## src/hdl/fst_pkg.sv

```systemverilog
// ----------------------------------------------------------------------------
// fst_pkg
// This package holds the types, constants and triangle table that the segment
// tessellator modules share.
// ----------------------------------------------------------------------------
package fst_pkg;

  localparam int FRAC_BITS = 16;
  localparam int HW_W = 31;
  localparam logic [HW_W-1:0] HALF_WIDTH_RESET = HW_W'(64'd1 << FRAC_BITS);

  localparam int UNIT_SHIFT = 30;
  localparam int STEPS_PER_STAGE = 2;
  localparam int SQRT_STEPS = 32;
  localparam int SQRT_STAGES = (SQRT_STEPS + STEPS_PER_STAGE - 1) / STEPS_PER_STAGE;
  localparam int DIV_STEPS = 31;
  localparam int DIV_STAGES = (DIV_STEPS + STEPS_PER_STAGE - 1) / STEPS_PER_STAGE;

  localparam int QUEUE_DEPTH_DEF = 8;
  localparam int NUM_TRI = 6;
  localparam int NUM_CORNERS = 8;

  typedef logic [2:0] corner_idx_t;
  typedef logic [2:0] tri_idx_t;

  typedef struct packed {
    logic signed [31:0] start_x;
    logic signed [31:0] start_y;
    logic signed [31:0] end_x;
    logic signed [31:0] end_y;
    logic signed [31:0] radius;
    logic [31:0]        outline_color;
    logic [31:0]        body_color;
  } fst_in_t;

  typedef struct packed {
    logic signed [31:0] corner0_x;
    logic signed [31:0] corner0_y;
    logic signed [31:0] corner1_x;
    logic signed [31:0] corner1_y;
    logic signed [31:0] corner2_x;
    logic signed [31:0] corner2_y;
    logic [31:0]        tri_color;
    logic               last_tri;
  } fst_out_t;

  typedef struct packed {
    logic signed [31:0] start_x;
    logic signed [31:0] start_y;
    logic signed [31:0] end_x;
    logic signed [31:0] end_y;
    logic [31:0]        r;
    logic [31:0]        color;
    logic               dx_neg;
    logic               dy_neg;
    logic               degen;
  } fst_side_t;

  typedef struct packed {
    fst_side_t   side;
    logic [30:0] ex;
    logic [30:0] ey;
  } fst_sqtag_t;

  typedef struct packed {
    fst_side_t   side;
    logic [30:0] ux;
    logic [30:0] uy;
  } fst_item_t;

  typedef struct packed {
    corner_idx_t c0;
    corner_idx_t c1;
    corner_idx_t c2;
  } fst_tri_t;

  function automatic fst_tri_t tri_corners(input tri_idx_t k);
    fst_tri_t t;
    unique case (k)
      3'd0: t = '{3'd0, 3'd1, 3'd2};
      3'd1: t = '{3'd3, 3'd1, 3'd2};
      3'd2: t = '{3'd3, 3'd4, 3'd2};
      3'd3: t = '{3'd3, 3'd4, 3'd5};
      3'd4: t = '{3'd6, 3'd4, 3'd5};
      3'd5: t = '{3'd6, 3'd7, 3'd5};
      default: t = '{3'd0, 3'd0, 3'd0};
    endcase
    return t;
  endfunction

endpackage

```

## src/hdl/fst_sqrt.sv

```systemverilog
// ----------------------------------------------------------------------------
// fst_sqrt
// Pipelined integer square root, two result bits per stage, with the
// segment's side data carried alongside.
// ----------------------------------------------------------------------------
module fst_sqrt import fst_pkg::*; (
  input  logic        clk,
  input  logic        rst_n,
  input  logic        in_valid,
  input  logic [63:0] in_sum,
  input  fst_sqtag_t  in_tag,
  output logic        out_valid,
  output logic [31:0] out_root,
  output fst_sqtag_t  out_tag
);

  logic [SQRT_STAGES:0] v_r;
  logic [63:0]          s_r    [SQRT_STAGES+1];
  logic [31:0]          root_r [SQRT_STAGES+1];
  logic [33:0]          rem_r  [SQRT_STAGES+1];
  fst_sqtag_t           tag_r  [SQRT_STAGES+1];

  assign v_r[0]    = in_valid;
  assign s_r[0]    = in_sum;
  assign root_r[0] = '0;
  assign rem_r[0]  = '0;
  assign tag_r[0]  = in_tag;

  for (genvar g = 0; g < SQRT_STAGES; g++) begin : g_stage
    logic [63:0] s_nxt;
    logic [31:0] root_nxt;
    logic [33:0] rem_nxt;

    always_comb begin
      logic [35:0] cand;
      logic [35:0] trial;
      s_nxt    = s_r[g];
      root_nxt = root_r[g];
      rem_nxt  = rem_r[g];
      for (int j = 0; j < STEPS_PER_STAGE; j++) begin
        if (g * STEPS_PER_STAGE + j < SQRT_STEPS) begin
          cand  = {rem_nxt, s_nxt[63:62]};
          trial = {2'b00, root_nxt, 2'b01};
          if (cand >= trial) begin
            rem_nxt  = 34'(cand - trial);
            root_nxt = {root_nxt[30:0], 1'b1};
          end else begin
            rem_nxt  = cand[33:0];
            root_nxt = {root_nxt[30:0], 1'b0};
          end
          s_nxt = {s_nxt[61:0], 2'b00};
        end
      end
    end

    always_ff @(posedge clk) begin
      if (!rst_n) begin
        v_r[g+1] <= 1'b0;
      end else begin
        v_r[g+1] <= v_r[g];
      end
    end

    always_ff @(posedge clk) begin
      s_r[g+1]    <= s_nxt;
      root_r[g+1] <= root_nxt;
      rem_r[g+1]  <= rem_nxt;
      tag_r[g+1]  <= tag_r[g];
    end
  end

  assign out_valid = v_r[SQRT_STAGES];
  assign out_root  = root_r[SQRT_STAGES];
  assign out_tag   = tag_r[SQRT_STAGES];

endmodule

```

## config.mk

```make
export PLATFORM = sky130hd
export DESIGN_NAME = fst_sqrt
export DESIGN_NICKNAME = d
export VERILOG_FILES = /design/src/hdl/fst_pkg.sv /design/src/hdl/fst_sqrt.sv
export SDC_FILE = /design/constraint.sdc
export NUM_CORES = 2
export LEC_CHECK = 0
export BUFFER_PORTS_ARGS = -buffer_cell sky130_fd_sc_hd__buf_4
export CAP_MARGIN = 40
export CORE_MARGIN = 2
export CORE_UTILIZATION = 40
export CTS_CLUSTER_SIZE = 16
export DETAILED_ROUTE_END_ITERATION = 6
export PLACE_DENSITY = 0.54
export SLEW_MARGIN = 20
export SYNTH_ARGS = -nofsm -noshare
export SYNTH_HDL_FRONTEND = slang
export SYNTH_SLANG_ARGS = --single-unit
```

## constraint.sdc

```tcl
create_clock -name clk -period 18.7 [get_ports clk]
set_input_delay 2.805 -clock clk [delete_from_list [all_inputs] [get_ports clk]]
set_output_delay 2.805 -clock clk [all_outputs]
set_load 0.01 [all_outputs]
```

==> impl_results.html <==
<table>
<tr><th>Metric</th><th>Value</th></tr>
<tr><th colspan="2">Synthesis</th></tr>
<tr><td>Synthesized-area fraction occupied by and/or/nand/nor cells</td><td>8.77%</td></tr>
<tr><td>Yosys cell types</td><td>102</td></tr>
<tr><td>FF+latch count, synth</td><td>5367</td></tr>
<tr><td>Post-Synthesis Cells</td><td>approximately 13000</td></tr>
<tr><td>Post-synthesis share of cell area spent on full adders, half adders and majority gates</td><td>4.53%</td></tr>
<tr><td>Synth Area in Compound Gates</td><td>8.92%</td></tr>
<tr><td>Summed instance area of the synthesized netlist</td><td>154000 um^2</td></tr>
<tr><td>Async set-reset flop share out of synthesis</td><td>0%</td></tr>
<tr><td>Top cell type's share of synthesized area</td><td>69.6%</td></tr>
<tr><td>Top cells by area, synth</td><td>dfxtp_1 (70%), ha_1 (4.5%), xnor2_1 (2.8%)</td></tr>
<tr><td>Proportion of synthesized chip area in sequential cells</td><td>between 60 and 70%</td></tr>
<tr><td>Largest family of logic cells by synthesized area</td><td>compound AO/OA/AOI/OAI gates</td></tr>
<tr><td>Per-instance average area after synthesis</td><td>12.2 um^2</td></tr>
<tr><td>Count of synthesis-stage warnings from yosys</td><td>0</td></tr>
<tr><td>Post-synth top flop</td><td>dfxtp_1</td></tr>
<tr><td>Post-synthesis share of cell area spent on xor and xnor gates</td><td>4.32%</td></tr>
<tr><td>Library cell with the largest summed area after synthesis</td><td>dfxtp_1</td></tr>
<tr><td>EDFF count, synth</td><td>0</td></tr>
<tr><td>Share of synthesized area spent on multiplexers</td><td>0.795%</td></tr>
<tr><th colspan="2">Detailed routing</th></tr>
<tr><td>Vias per Instance</td><td>4.59</td></tr>
<tr><td>Total length of routed met3 wires</td><td>roughly 13000 um</td></tr>
<tr><td>Routed Antenna Nets</td><td>0</td></tr>
<tr><td>Starting DRT DRC Count</td><td>4632</td></tr>
<tr><td>Highest signal layer in the routed design</td><td>met5</td></tr>
<tr><td>Met1 layer wirelength in the final routing</td><td>about 130000 um</td></tr>
<tr><td>Vias after detailed routing</td><td>86300</td></tr>
<tr><td>Drc violations</td><td>0</td></tr>
<tr><td>Total Routed Length</td><td>289000 um</td></tr>
<tr><td>WL met2</td><td>between 100000 and 150000 um</td></tr>
<tr><td>Average wire per cell in the routed design</td><td>around 15 um</td></tr>
<tr><td>Drt first pass iters</td><td>6</td></tr>
<tr><th colspan="2">Floorplan</th></tr>
<tr><td>X dimension of the die</td><td>625 um</td></tr>
<tr><td>Number of ports placed on the die boundary</td><td>614</td></tr>
<tr><td>Initial cell density of the core</td><td>40.1%</td></tr>
<tr><td>Cell row count</td><td>228</td></tr>
<tr><td>Overall die area</td><td>391000 um^2</td></tr>
<tr><td>Die Height</td><td>625 um</td></tr>
<tr><td>Core Region</td><td>385000 um^2</td></tr>
<tr><th colspan="2">STA</th></tr>
<tr><td>Setup violators final</td><td>0</td></tr>
<tr><td>Maximum clock frequency</td><td>0.138 GHz</td></tr>
<tr><td>Hold Vio Cnt, Final</td><td>0</td></tr>
<tr><td>RSZ-0062 raised after global routing</td><td>false</td></tr>
<tr><td>Max Clock Skew</td><td>0.0532 ns</td></tr>
<tr><td>Portion of the clock cycle consumed by the worst path in the final layout</td><td>38.7%</td></tr>
<tr><td>Worst slew margin relative to its limit</td><td>between 30% and 40%</td></tr>
<tr><td>Slew Viols, Final</td><td>0</td></tr>
<tr><td>Transition time at the pin with the least slew margin</td><td>0.897 ns</td></tr>
<tr><td>Total negative slack for setup checks</td><td>0 ns</td></tr>
<tr><td>Time the worst path needs with I/O delays and setup</td><td>7.24 ns</td></tr>
<tr><th colspan="2">Finish</th></tr>
<tr><td>Share of final-layout standard cells stronger than drive strength 1</td><td>12.7%</td></tr>
<tr><td>Cell area after layout</td><td>181000 um^2</td></tr>
<tr><td>Number of nets in the finished design</td><td>roughly 14000</td></tr>
<tr><td>Layout Cells excl Fill</td><td>around 19000</td></tr>
<tr><td>Commonest non-fill, non-tap cell in the layout</td><td>dfxtp_1</td></tr>
<tr><td>Synth-to-Final Area Change</td><td>17.2%</td></tr>
<tr><td>Most frequent cells in the layout</td><td>dfxtp_1 (5367), nand2_1 (682), nor2_1 (668)</td></tr>
<tr><th colspan="2">Worst setup path</th></tr>
<tr><td>Critical path arrival</td><td>8.06 ns</td></tr>
<tr><td>Kind of end point of the critical path</td><td>flip-flop</td></tr>
<tr><td>Critical path peak fanout</td><td>46</td></tr>
<tr><td>Cell family with most CP delay</td><td>compound AO/OA/AOI/OAI gates</td></tr>
<tr><td>Kind of start point of the critical path</td><td>flip-flop</td></tr>
<tr><td>Ordered cell list for the critical path</td><td>inv_1 -&gt; ha_1 -&gt; nand4bb_1 -&gt; nor4_1 -&gt; o311ai_0 -&gt; nand3_1 -&gt; clkinv_1 -&gt; buf_4 -&gt; nor2_1 -&gt; nor2_1 -&gt; ha_1 -&gt; nand3_1 -&gt; or3_1 -&gt; a21o_1 -&gt; o2111ai_1 -&gt; o2111ai_1 -&gt; a41o_1 -&gt; o41ai_1 -&gt; a2111o_1 -&gt; buf_4 -&gt; mux2_2</td></tr>
<tr><td>Largest incremental delay on the critical path</td><td>between 0.7 and 0.8 ns</td></tr>
<tr><td>Buffers &amp; Inverters on Critical Path</td><td>4</td></tr>
<tr><td>Required @ worst endpoint</td><td>19.52 ns</td></tr>
<tr><td>Worst setup path category</td><td>flip-flop to flip-flop</td></tr>
<tr><td>R2R setup slack</td><td>11.46 ns</td></tr>
<tr><td>Worst path slowest cell</td><td>nor4_1</td></tr>
<tr><th colspan="2">Clocking</th></tr>
<tr><td>Number of CTS-inserted buffers</td><td>between 500 and 600</td></tr>
<tr><td>Clock Sink Count</td><td>5367</td></tr>
<tr><td>TritonCTS clock tree</td><td>built</td></tr>
<tr><td>H-Tree Level Count</td><td>6</td></tr>
<tr><td>Buffer cell driving the clock tree root</td><td>clkbuf_16</td></tr>
<tr><td>Hold Buf Count CTS</td><td>0</td></tr>
<tr><td>Post-CTS setup buffer count</td><td>0</td></tr>
<tr><td>Register clock-pin slew on the reported worst setup and hold paths</td><td>0.06 ns</td></tr>
<tr><td>CTS Buffer Depth</td><td>4</td></tr>
<tr><td>CTS-repair resized insts</td><td>0</td></tr>
<tr><td>Clock network latency to the later pin of the worst-skew pair</td><td>0.98 ns</td></tr>
<tr><th colspan="2">Global routing</th></tr>
<tr><td>Number of antenna violations at the first check in global routing</td><td>16</td></tr>
<tr><td>First-pass GRT wire length</td><td>448000 um</td></tr>
<tr><td>Overall Global Routing Usage</td><td>between 10 and 15%</td></tr>
<tr><td>Via count of the first global-routing pass</td><td>82300</td></tr>
<tr><td>Global-route congestion overflow total</td><td>0</td></tr>
<tr><td>Largest net degree at the start of global routing</td><td>59</td></tr>
<tr><th colspan="2">Run</th></tr>
<tr><td>Reported max-cap violation count</td><td>0</td></tr>
<tr><th colspan="2">Place</th></tr>
<tr><td>Area after DPL</td><td>163000 um^2</td></tr>
<tr><td>HPWL Detailed</td><td>210000 um</td></tr>
<tr><td>Placed cell count</td><td>17900</td></tr>
<tr><td>Placer congestion estimate</td><td>0.872</td></tr>
<tr><td>Number of input and output port buffers inserted</td><td>613</td></tr>
<tr><th colspan="2">Min path</th></tr>
<tr><td>Hold Crit Class</td><td>flip-flop to flip-flop</td></tr>
<tr><th colspan="2">Power</th></tr>
<tr><td>Maximum resistive drop on vdd</td><td>0.000101 V</td></tr>
<tr><td>Power per standard cell area</td><td>roughly 150 nW/um^2</td></tr>
<tr><td>Leakage power total</td><td>0.0795 uW</td></tr>
<tr><th colspan="2">Run status</th></tr>
<tr><td>Run status</td><td>complete, no violations</td></tr>
</table>
[cell usage after synthesis, drive strengths merged, types with 201 or more instances]
cell / n
nand2: 682
a21o: 304
nor3: 213
clkbuf: 201
a21oi: 659
buf: 282
ha: 558
nor2: 668
o21ai: 401
inv: 493
xor2: 263
dfxtp: 5367
xnor2: 498
[final cells by class]
| type | instances | area (um^2) |
|---|---|---|
| antenna | 2 | 5.00 |
| timing repair buffer | 670 | 5060 |
| clock buffer | 730 | 15100 |
| multi-input combinational | 6268 | 42300 |
| inverter | 498 | 1870 |
| tap | 5060 | 6330 |
| sequential | 5367 | 107000 |
| fill | 34700 | 204000 |
| clock inverter | 222 | 2860 |
[sequential cells by signal (all words and copies together), names as in the netlist]
signal / cells
root_r: 240
v_r: 15
out_valid: 1
g_stage.$5.cand: 30
g_stage.s_nxt: 420
out_root: 32
out_tag: 257
tag_r: 3855
rem_r: 487
s_r: 30
[through the flow]
step | utilization, % | total power [uW] | setup slack [ns] | hold slack (ns)
after floorplan | - | 15400 | 12.44 | 0.310
after global placement | 42.3 | 16300 | 11.54 | 0.309
after detailed placement | 42.3 | 16300 | 11.32 | 0.312
after CTS | 47.0 | 27100 | 11.26 | 0.278
after global routing | 47.0 | 28000 | 10.74 | 0.286
final | 47.0 | 26600 | 11.46 | 0.295
[cell families (layout without fill, tap and decap cells)]
group           Yosys count  count (layout)
compound gates         2134            2134
xor+xnor                761             761
fa+ha+maj               559             559
buf+inv                 981            2120
flops                  5367            5367
mux                     112             112
other cells               1               5
simple gates           2699            2699
[path summary, 6_finish.rpt]
check,start,cells past startpoint,end
max,root_r[91],21,rem_r[51]
min,tag_r[3909],0,tag_r[3652]
max reg2reg,root_r[91],21,rem_r[51]
min reg2reg,tag_r[3909],0,tag_r[3652]
[metal layers]
| metal | GRT usage, % | vias up |
|---|---|---|
| li1 | - | 44200 |
| met1 | 17.9 | 39600 |
| met2 | 24.1 | 1785 |
| met3 | 2.51 | 625 |
| met4 | 5.85 | 6 |
| met5 | 0 | - |
[power breakdown]
group / leakage, uW / internal (uW) / total, uW / switching (uW)
registers: 0.0452 / 12400 / 12900 / 504
logic: 0.0256 / 1350 / 3210 / 1870
clock network: 0.00879 / 6230 / 10600 / 4340
total: 0.0795 / 19900 / 26600 / 6710
(Power assumes the default switching activity.)
