### src/hdl/fst_pkg.sv
// ----------------------------------------------------------------------------
// fst_pkg
// This package holds the types, constants and triangle table that the segment
// tessellator modules share.
// ----------------------------------------------------------------------------
package fst_pkg;

  localparam int FRAC_BITS = 16;
  localparam int HW_W = 31;
  localparam logic [HW_W-1:0] HALF_WIDTH_RESET = HW_W'(64'd1 << FRAC_BITS);

  localparam int UNIT_SHIFT = 30;
  localparam int STEPS_PER_STAGE = 2;
  localparam int SQRT_STEPS = 32;
  localparam int SQRT_STAGES = (SQRT_STEPS + STEPS_PER_STAGE - 1) / STEPS_PER_STAGE;
  localparam int DIV_STEPS = 31;
  localparam int DIV_STAGES = (DIV_STEPS + STEPS_PER_STAGE - 1) / STEPS_PER_STAGE;

  localparam int QUEUE_DEPTH_DEF = 8;
  localparam int NUM_TRI = 6;
  localparam int NUM_CORNERS = 8;

  typedef logic [2:0] corner_idx_t;
  typedef logic [2:0] tri_idx_t;

  typedef struct packed {
    logic signed [31:0] start_x;
    logic signed [31:0] start_y;
    logic signed [31:0] end_x;
    logic signed [31:0] end_y;
    logic signed [31:0] radius;
    logic [31:0]        outline_color;
    logic [31:0]        body_color;
  } fst_in_t;

  typedef struct packed {
    logic signed [31:0] corner0_x;
    logic signed [31:0] corner0_y;
    logic signed [31:0] corner1_x;
    logic signed [31:0] corner1_y;
    logic signed [31:0] corner2_x;
    logic signed [31:0] corner2_y;
    logic [31:0]        tri_color;
    logic               last_tri;
  } fst_out_t;

  typedef struct packed {
    logic signed [31:0] start_x;
    logic signed [31:0] start_y;
    logic signed [31:0] end_x;
    logic signed [31:0] end_y;
    logic [31:0]        r;
    logic [31:0]        color;
    logic               dx_neg;
    logic               dy_neg;
    logic               degen;
  } fst_side_t;

  typedef struct packed {
    fst_side_t   side;
    logic [30:0] ex;
    logic [30:0] ey;
  } fst_sqtag_t;

  typedef struct packed {
    fst_side_t   side;
    logic [30:0] ux;
    logic [30:0] uy;
  } fst_item_t;

  typedef struct packed {
    corner_idx_t c0;
    corner_idx_t c1;
    corner_idx_t c2;
  } fst_tri_t;

  function automatic fst_tri_t tri_corners(input tri_idx_t k);
    fst_tri_t t;
    unique case (k)
      3'd0: t = '{3'd0, 3'd1, 3'd2};
      3'd1: t = '{3'd3, 3'd1, 3'd2};
      3'd2: t = '{3'd3, 3'd4, 3'd2};
      3'd3: t = '{3'd3, 3'd4, 3'd5};
      3'd4: t = '{3'd6, 3'd4, 3'd5};
      3'd5: t = '{3'd6, 3'd7, 3'd5};
      default: t = '{3'd0, 3'd0, 3'd0};
    endcase
    return t;
  endfunction

endpackage

### src/hdl/fst_queue.sv
// ----------------------------------------------------------------------------
// fst_queue
// Small FIFO of classified segments between the front pipeline and the
// triangle emitter.
// ----------------------------------------------------------------------------
module fst_queue import fst_pkg::*; #(
  parameter int DEPTH = QUEUE_DEPTH_DEF
) (
  input  logic      clk,
  input  logic      rst_n,
  input  logic      push,
  input  fst_item_t push_item,
  output logic      pop_valid,
  input  logic      pop_ready,
  output fst_item_t pop_item
);

  localparam int AW = (DEPTH > 1) ? $clog2(DEPTH) : 1;
  localparam int CW = $clog2(DEPTH + 1);

  fst_item_t   entry_r [DEPTH];
  logic [AW-1:0] wr_ptr_r, rd_ptr_r;
  logic [CW-1:0] count_r;
  logic          do_push, do_pop;

  assign pop_valid = count_r != '0;
  assign pop_item  = entry_r[rd_ptr_r];
  assign do_pop    = pop_valid && pop_ready;
  assign do_push   = push && (count_r != CW'(DEPTH));

  always_ff @(posedge clk) begin
    if (!rst_n) begin
      wr_ptr_r <= '0;
      rd_ptr_r <= '0;
      count_r  <= '0;
    end else begin
      if (do_push) begin
        wr_ptr_r <= (wr_ptr_r == AW'(DEPTH - 1)) ? '0 : wr_ptr_r + AW'(1);
      end
      if (do_pop) begin
        rd_ptr_r <= (rd_ptr_r == AW'(DEPTH - 1)) ? '0 : rd_ptr_r + AW'(1);
      end
      unique case ({do_push, do_pop})
        2'b10:   count_r <= count_r + CW'(1);
        2'b01:   count_r <= count_r - CW'(1);
        default: count_r <= count_r;
      endcase
    end
  end

  always_ff @(posedge clk) begin
    if (do_push) begin
      entry_r[wr_ptr_r] <= push_item;
    end
  end

endmodule

### config.mk
export PLATFORM = sky130hd
export DESIGN_NAME = fst_queue
export DESIGN_NICKNAME = d
export VERILOG_FILES = /design/src/hdl/fst_pkg.sv /design/src/hdl/fst_queue.sv
export SDC_FILE = /design/constraint.sdc
export NUM_CORES = 1
export LEC_CHECK = 0
export BUFFER_PORTS_ARGS = -buffer_cell sky130_fd_sc_hd__buf_2
export CAP_MARGIN = 25
export CORE_MARGIN = 2
export CORE_UTILIZATION = 25
export CTS_CLUSTER_SIZE = 30
export DETAILED_ROUTE_END_ITERATION = 8
export PLACE_DENSITY = 0.5
export SLEW_MARGIN = 40
export SYNTH_ARGS = -nofsm -noshare
export SYNTH_HDL_FRONTEND = slang
export SYNTH_SLANG_ARGS = --single-unit
export TNS_END_PERCENT = 1
### constraint.sdc
create_clock -name clk -period 55 [get_ports clk]
set_input_delay 8.25 -clock clk [delete_from_list [all_inputs] [get_ports clk]]
set_output_delay 8.25 -clock clk [all_outputs]
set_load 0.01 [all_outputs]
==> results of run 1 <==
## path summary, 6_finish.rpt
path                                 start              end  slack [ns]  depth (start not counted)
worst min-delay path            count_r[3]       count_r[3]        0.47                          2
worst max register to register  count_r[0]  entry_r[3][122]       50.65                          8
worst max-delay path                  flop    pop_item[131]       40.76                          8
worst min register to register  count_r[3]       count_r[3]        0.47                          2
## synth_stat cells, types with 3 or more instances
master,count
sky130_fd_sc_hd__edfxtp_1,2056
sky130_fd_sc_hd__mux2i_1,4
sky130_fd_sc_hd__nor3_1,5
sky130_fd_sc_hd__inv_1,3
sky130_fd_sc_hd__ha_1,7
sky130_fd_sc_hd__buf_2,26
sky130_fd_sc_hd__nor2b_1,3
sky130_fd_sc_hd__buf_6,51
sky130_fd_sc_hd__a21boi_0,5
sky130_fd_sc_hd__or3_1,3
sky130_fd_sc_hd__nor2_1,3
sky130_fd_sc_hd__nand2_1,9
sky130_fd_sc_hd__dfxtp_1,13
sky130_fd_sc_hd__mux4_2,514
sky130_fd_sc_hd__clkbuf_1,39
sky130_fd_sc_hd__mux2_2,258
sky130_fd_sc_hd__buf_1,30
## flip-flops by register name, summed over array words and instances (netlist names), named ones only
register / flops
count_r: 4
entry_r: 2056
rd_ptr_r: 3
wr_ptr_r: 3
## per-stage QoR
stage | total power [W] | cell area (um^2) | util (%) | instances | setup slack (ns)
CTS | 0.00421 | 92800 | 30.0 | 8027 | 40.51
global route | 0.00431 | 92900 | 30.0 | 8035 | 40.39
detailed placement | 0.00273 | 85600 | 27.7 | 7617 | 41.50
global placement | 0.00271 | 85400 | 27.6 | 7609 | 41.00
floorplan | 0.00251 | 77900 | - | 3046 | 20.99
finish | 0.00413 | 92900 | 30.0 | 8053 | 40.76
## power groups by stage
stage                     Combinational [W]  Sequential (W)  Clock [W]
after floorplan                    0.000578         0.00193          0
after global placement             0.000832         0.00188          0
after detailed placement           0.000845         0.00188          0
after CTS                          0.000848         0.00185    0.00151
after global routing               0.000893         0.00186    0.00157
final                              0.000821         0.00185    0.00146
## placed cells by master, fill, tap and decap left out, types with 4 or more instances in the layout
| cell type | n |
|---|---|
| sky130_fd_sc_hd__clkinv_4 | 4 |
| sky130_fd_sc_hd__bufinv_16 | 17 |
| sky130_fd_sc_hd__clkinv_1 | 63 |
| sky130_fd_sc_hd__mux2_2 | 258 |
| sky130_fd_sc_hd__buf_4 | 45 |
| sky130_fd_sc_hd__clkbuf_1 | 31 |
| sky130_fd_sc_hd__buf_6 | 17 |
| sky130_fd_sc_hd__clkinv_2 | 45 |
| sky130_fd_sc_hd__buf_12 | 17 |
| sky130_fd_sc_hd__nand2_1 | 9 |
| sky130_fd_sc_hd__mux4_2 | 514 |
| sky130_fd_sc_hd__clkinvlp_4 | 9 |
| sky130_fd_sc_hd__clkinv_16 | 9 |
| sky130_fd_sc_hd__ha_1 | 7 |
| sky130_fd_sc_hd__dfxtp_1 | 10 |
| sky130_fd_sc_hd__a21boi_0 | 5 |
| sky130_fd_sc_hd__diode_2 | 23 |
| sky130_fd_sc_hd__buf_2 | 518 |
| sky130_fd_sc_hd__edfxtp_1 | 2056 |
| sky130_fd_sc_hd__mux2i_1 | 4 |
| sky130_fd_sc_hd__clkbuf_16 | 224 |
| sky130_fd_sc_hd__nor3_2 | 4 |
## cells by family after synthesis
group	after synthesis
adder cells (fa/ha/maj)	7
flip-flops	2069
AND/OR/NAND/NOR	32
buffers and inverters	149
AO/OA/AOI/OAI	10
multiplexers	776
XOR/XNOR	3
## worst max-delay path: cells and delay by family (launching register included)
kind	cells	cell delay, ns
buffers and inverters	6	3.42
multiplexers	2	0.71
flip-flops	1	0.70
## per-layer routing
layer	global-route usage, %	part of all wire, %	wire length, um	vias to the layer above
met5	0	0.24	425	-
met4	3.10	2.4	4320	70
met3	3.83	8.3	14800	348
met2	17.6	47	83200	862
met1	14.1	42	75100	18400
li1	-	-	-	14600
## final cells by class
| type | count | share of cell area (%) |
|---|---|---|
| multi-input cells | 828 | 16.1 |
| flip-flops and latches | 2069 | 66.8 |
| diodes | 23 | 0.0620 |
| clock inverters | 155 | 1.57 |
| well taps | 4120 | 5.55 |
| inverters | 3 | 0.0121 |
| repair buffers | 600 | 3.82 |
| clock buffers | 255 | 6.16 |
==> run summary, run 1 <==
The flow ran to the end, and the final reports show no timing, DRC or antenna violations. The final layout contains 3994 nets. Power density relative to cell area: 44.4 nW/um^2. Setup repair after global routing left no endpoint under its margin.

Combinational logic burns 19.9% of the power. The routed design has 178000 um of wire. Among all flip-flop cells after synthesis, the most frequent one is sky130_fd_sc_hd__edfxtp_1. Summed over all failing endpoints, the final setup total negative slack is 0 ns.

In the synthesized netlist the async set-or-reset flop fraction comes to 0%. In this run the deepest clock path goes through 4 buffers. The DRC marker count from the first detailed-route iteration was 2520; the post-synthesis simple-gate area fraction was 0.212%.

Maximum number of pins on one net before global-route repair: 92. Across the routed clock network, the largest skew measured is 0.0471 ns. The buffers inserted during post-CTS setup optimization is 0, and the number of slew-limit violations in the final report is 0. The average size of a mapped cell is 25.6 um^2. Netlist area before placement: 77900 um^2. The largest vdd supply drop was 0.0288 mV; the area overhead of the layout relative to synthesis was 19.3%. The cell that appears most often on the critical path is sky130_fd_sc_hd__buf_4.

In this run, distinct cell masters in the synthesized netlist total 31. The sequential cells in the finished layout cover a total of 62000 um^2. The biggest area contributor in the post-synthesis netlist is sky130_fd_sc_hd__edfxtp_1. TritonCTS built the clock tree. Slowest cell on the critical path: sky130_fd_sc_hd__buf_4. The floorplan step defined a core boundary enclosing 309000 um^2. The synthesized instance count was 3046; the count of port buffers added during placement was 518. For the internal power of the cells, the log shows 0.00305 W. For the worst setup path, the data required time is 46.75 ns.

For this run, the number of Yosys warnings is 0. The xor/xnor cell area share of the yosys netlist was 0.0337%; the average routed wire per standard cell was 22.1 um. In the finished design, the share of the clock period the worst path needs comes to 25.9%. The height of the die works out to 562 um. Clock tree synthesis inserted a total of 224 buffers. Global routing consumed, over all layers together, 11.0% of the routing resources. Measured along the x axis, the die boundary spans 562 um. The complex-gate fraction of the synthesized area came out at 0.119%.

The number of routed nets with antenna violations is 0. The first global-routing pass estimated 258000 um of wire. Hold timing on the final database bottoms out at a slack of 0.472 ns.

The biggest cell delay along the critical path came out at 0.76 ns. The run gives 2069 as the clock net sink count. After legalization and detailed placement, the total HPWL measured 100000 um.

Per report_power, the sequential group accounts for 44.8% of the total. The maximum achievable frequency came out at 0.0702 GHz. The path class of the tightest hold or removal check is flop to flop. The worst setup path is launched from a flop. The signal on the critical path passes through buf_6 -> buf_4 -> buf_4 -> buf_4 -> buf_6 -> mux4_2 -> mux2_2 -> buf_2. The run gives 14900 um^2 as the multi-input combinational cell area. The run gives 0 as the total of hold buffers inserted after clock tree synthesis. The worst setup path is of the flop to primary output kind.

The synthesized design contains 2069 register bits. The number of inserted filler cells in the final layout is 30000. The number of gates resized after cts was 0; the row count was 204. The final hold violation count was 0; the number of remaining DRC errors was 0.

The count of endpoints failing setup in the final report was 0. The tools report the initial antenna violation count as 79. The share of layout cells above drive strength 1 is 43.5%.

For the pin with the worst max-slew slack, the measured transition is 0.887 ns. The share of total power consumed by net switching is 26.0%. By area, the combinational part of the netlist is dominated by multiplexers.

The clock root buffer was sky130_fd_sc_hd__clkbuf_16. The tools report the switching power of the nets as 0.00107 W. The die covers 316000 um^2.

For this run, the detailed router's first-pass iteration total came to 5. Summing the sequential cell areas from Yosys gives 79.6% of the chip area. The CTS clock-pin slew for the worst setup and hold paths is 0.06 ns. For this design the top-level I/O count stands at 519.

For the starting utilization of the core area, the log shows 25.2%. The multiplexer area fraction after synthesis is 18.6%. The H-tree depth is 4, and the number of enable flip-flop cells after synthesis is 2056. The largest fanout on the critical path was 64. The static leakage was 28.6 nW; the detailed-route vias per instance was 4.25.

The area share of fa/ha/maj cells after synthesis came out at 0.112%. Max-cap violations in this run came to 0. The final global-route overflow total was 0; the clock insertion delay at the later pin of the skew report was 0.91 ns.

The routed layout has 34300 vias. In this run the tightest slew margin relative to its limit is 40.9%. The number of global-route vias before repair came out at 36500. Of the total power, the clock network draws 35.3%. The synthesized design devotes to its leading area cell type 79.3% of total area. The endpoint type of the worst setup path was a primary output.

The worst endpoint data arrival time was 5.99 ns; the placer's final routability congestion estimate was 0.698. Final critical delay including setup and external delays: 14.24 ns. The synthesized netlist net count came out at 3314. After synthesis, the cell types taking the most area are sky130_fd_sc_hd__edfxtp_1 (79%), sky130_fd_sc_hd__mux4_2 (15%), sky130_fd_sc_hd__mux2_2 (3.7%).
Note: power is estimated with default switching activity, not from simulation.
==> inputs of run 2 (changes only) <==
- ABC_AREA: unset -> 1
- PLACE_DENSITY: 0.5 -> 0.51
- clock period: 55 -> 12.25 ns (I/O delays scaled with it)
==> run 2 against run 1 <==
  * Clock power rose to 4.7 times the previous value
  * Critical path depth up 4
  * Cell area up 2.6%
  * Global-route usage up 1.3 points
  * Sequential power rose to 4.6 times the previous value
  * Utilization down 0.11 points
==> run summary, run 2 <==
sky130_fd_sc_hd__edfxtp_1 takes more of the synthesized area than any other cell. Counting every sink on the clock net gives 2069. In this run the clock root is driven by a sky130_fd_sc_hd__clkbuf_16. In the synthesized netlist, the cells that appear most often are sky130_fd_sc_hd__edfxtp_1 (2056), sky130_fd_sc_hd__nor2_1 (1047), sky130_fd_sc_hd__o21ai_0 (872), sky130_fd_sc_hd__nand2_1 (784), sky130_fd_sc_hd__clkbuf_1 (260). Setup repair after global routing left no endpoint under its margin. The logs give 0.146 GHz for the maximum achievable frequency and 207 for the row count.

In this run the count of I/O pins placed on the die edge is 519. After legalization and detailed placement, the total HPWL measured 111000 um. The number of nets in the synthesized netlist is 6128. Total of warnings raised by yosys: 0.

The global-route total usage across every layer is 12.3%, and the met2 demand-to-capacity share in global routing is 21.2%. For flop-to-flop paths, the worst setup slack is 8.33 ns. The synthesized design contains 2056 enable-type register cells. Number of slew-limit violations in the final report: 0. The post-route netlist has 14.5% of its cells at a drive strength greater than 1. In the post-synthesis netlist, the biggest area contributors are sky130_fd_sc_hd__edfxtp_1 (77%), sky130_fd_sc_hd__o21ai_0 (5.4%), sky130_fd_sc_hd__nor2_1 (4.9%).

The run gives 0 as the final global-route overflow total. Average size of a mapped cell: 13.7 um^2. Final standard cell utilization of the core: 29.9%. After clock tree synthesis, the flow added hold-fix buffers numbering 0.

Clock latency on the worst-skew pair, taken at its later pin, is 0.89 ns. The starting utilization of the core area is 25.2%. The number of global-route vias before repair is 47300, and the netlist area before placement is 80100 um^2. The worst pin sits at a relative slew slack of 39.6%.

The count of port buffers added during placement is 518, and the number of remaining DRC errors is 0. Detailed-route vias per instance: 4.47. In the final layout, the registers with the most flip-flops are entry_r (2056), count_r (4).

met2 is the most crowded layer. Entering global routing, the biggest net connects 188 pins. The worst setup path is captured at a primary output. Clock skew on the completed layout was measured at 0.0428 ns.

The top cell types in the final layout, fill and taps aside, are sky130_fd_sc_hd__edfxtp_1 (2056), sky130_fd_sc_hd__nor2_1 (1039), sky130_fd_sc_hd__o21ai_0 (872), sky130_fd_sc_hd__nand2_1 (784), sky130_fd_sc_hd__buf_2 (518). Synthesis inferred 2069 register bits. For the count of vias placed by the detailed router, the log shows 48000. The total area inside the core boundary comes to 319000 um^2.

Slowest cell on the critical path: sky130_fd_sc_hd__buf_4. The height of the die works out to 570 um. The first-pass GRT wire length is 305000 um, and the number of gates resized after cts is 0. The area fraction of the dominant cell type after synthesis is 77.0%. The signal on the critical path passes through buf_12 -> buf_16 -> buf_6 -> buf_4 -> buf_6 -> nor2_1 -> nor2_1 -> o21ai_0 -> o21ai_1 -> nand2_1 -> nand2_1 -> buf_2. The final hold slack is 0.504 ns. The most used flip-flop cell after synthesis is sky130_fd_sc_hd__edfxtp_1.

At the pin with the least slew margin, the transition time is 0.906 ns. Power comes to 0.0205 W. The worst path uses 56.0% of the clock period.

From synthesis to final layout, the design area changed by 18.9%. The run gives 77.4% as the fraction of the yosys area taken by sequential cells. After clock tree synthesis, the setup repair step added 0 buffers. For the number of buffers inserted during clock tree synthesis, the log shows 226. For the number of iterations in the first detailed-routing pass, the log shows 5. Most common cell after layout, fill and taps aside: sky130_fd_sc_hd__edfxtp_1. The most common cell in the synthesized netlist is sky130_fd_sc_hd__edfxtp_1. Counting the fill cells in the layout gives 31700. STA puts the critical path data arrival time at 5.03 ns.

The run gives 80 as the initial antenna violation count. The largest vdd supply drop is 0.137 mV. The clock period could shrink to 6.87 ns.

The type of the setup path with the least slack is flop to primary output. For the die footprint, the log shows 325000 um^2. The longest clock path from root to sink contains 4 buffers.

The biggest cell delay along the critical path is 0.62 ns. At the end of the flow, the number of nets in the layout was 6594. The type of element launching the critical path was a flop. For this design the ratio of total power to cell area is 215 nW/um^2.

The count of endpoints failing setup in the final report was 0; the async set-or-reset flop fraction in the synthesized netlist was 0%. Along the worst path, the maximum fanout reaches 101. STA puts the critical path data required time at 10.41 ns.

The flow ran to the end, and the final reports show no timing, DRC or antenna violations. TritonCTS built the clock tree. For this run, global-route usage on met1 was measured as 14.9%. Final hold violation count: 0. entry_r holds more flip-flops than any other register.

In this run, distinct cell masters in the synthesized netlist total 24. The run gives 32.0 nW as the static leakage. For this block, the routed nets add up to 208000 um of wire.

The average routed wire per standard cell was 19.4 um. The number of flip-flops under the largest register name came out at 2056. Clock-pin slew was measured on the worst setup and hold paths at 0.06 ns. The tool flagged a number of max-cap violations equal to 0. The H-tree was split into 4 levels. The placer's final routability congestion estimate is 0.730. The die is 570 um wide. The class of the tightest hold or removal check was flop to flop. In this run the remaining antenna-violating nets after routing total 0.

The run gives 2.71% as the met3 track demand over resource in global routing. Synthesis produced a netlist whose cell count is 5860. The DRC marker count from the first detailed-route iteration was 3352.
## run 2: cell types whose count changed after synthesis, sizes merged, moves of 253 or more
cell | previous run | this run
o22ai | 0 | 257
mux2i | 4 | 257
o21ai | 1 | 1037
nand2 | 9 | 784
mux2 | 258 | 0
mux4 | 514 | 0
nor2 | 3 | 1047
## run 2: worst paths after layout
| path | start | depth (start not counted) | to |
|---|---|---|---|
| worst max-delay path | flop | 12 | pop_item[186] |
| worst min-delay path | rd_ptr_r[2] | 2 | flop |
| worst max register to register | count_r[1] | 10 | entry_r[3][134] |
| worst min register to register | rd_ptr_r[2] | 2 | flop |
## run 2: cell families (layout without fill, tap and decap cells)
logic type	Yosys count	count (layout)	share of synthesized area [%]
DFF	2069	2069	77.4
and+or+nand+nor	1838	1838	8.62
AOI/OAI and AO/OA	1300	1300	8.53
buffers and inverters	386	1040	2.13
muxes	257	257	3.21
adders and majority gates	7	7	0.109
xor gates and xnor gates	3	3	0.0328
other	0	34	0
## run 2: metal layers
metal / wire, um / vias to the layer above
li1: - / 22400
met1: 85500 / 24000
met2: 102000 / 1136
met3: 13000 / 396
met4: 7210 / 46
met5: 263 / -
## run 2: final cells by class
class                      count  area [um^2]  area share, %
sequential                  2069        62000           65.1
multi-input combinational   3405        16500           17.3
clock buffer                 268         5880           6.17
tap                         4180         5230           5.49
timing repair buffer         608         3900           4.09
clock inverter               148         1630           1.71
antenna                       34         85.1         0.0893
inverter                      16         80.1         0.0840
## run 2: critical path, delay by kind of cell, from the launching register on
family	cells	cell delay [ns]
simple gates	4	0.50
buf+inv	6	2.65
compound gates	2	0.18
flops	1	0.43
## run 2: power by group
group	total (W)	switching, W	internal [W]	leakage [nW]
logic	0.00520	0.00362	0.00158	9.54
registers	0.00842	0.000119	0.00830	18.8
clock network	0.00684	0.00279	0.00406	3.68
## run 2: stage by stage
step,cell area [um^2],TNS (ns),cells,setup WS (ns)
after floorplan,80100,-2751.72,5860,-1.43
after global placement,87200,0,10300,5.91
after detailed placement,87500,0,10300,6.19
after CTS,95000,0,10700,5.21
after global routing,95300,0,10700,5.07
final,95300,0,10700,5.38
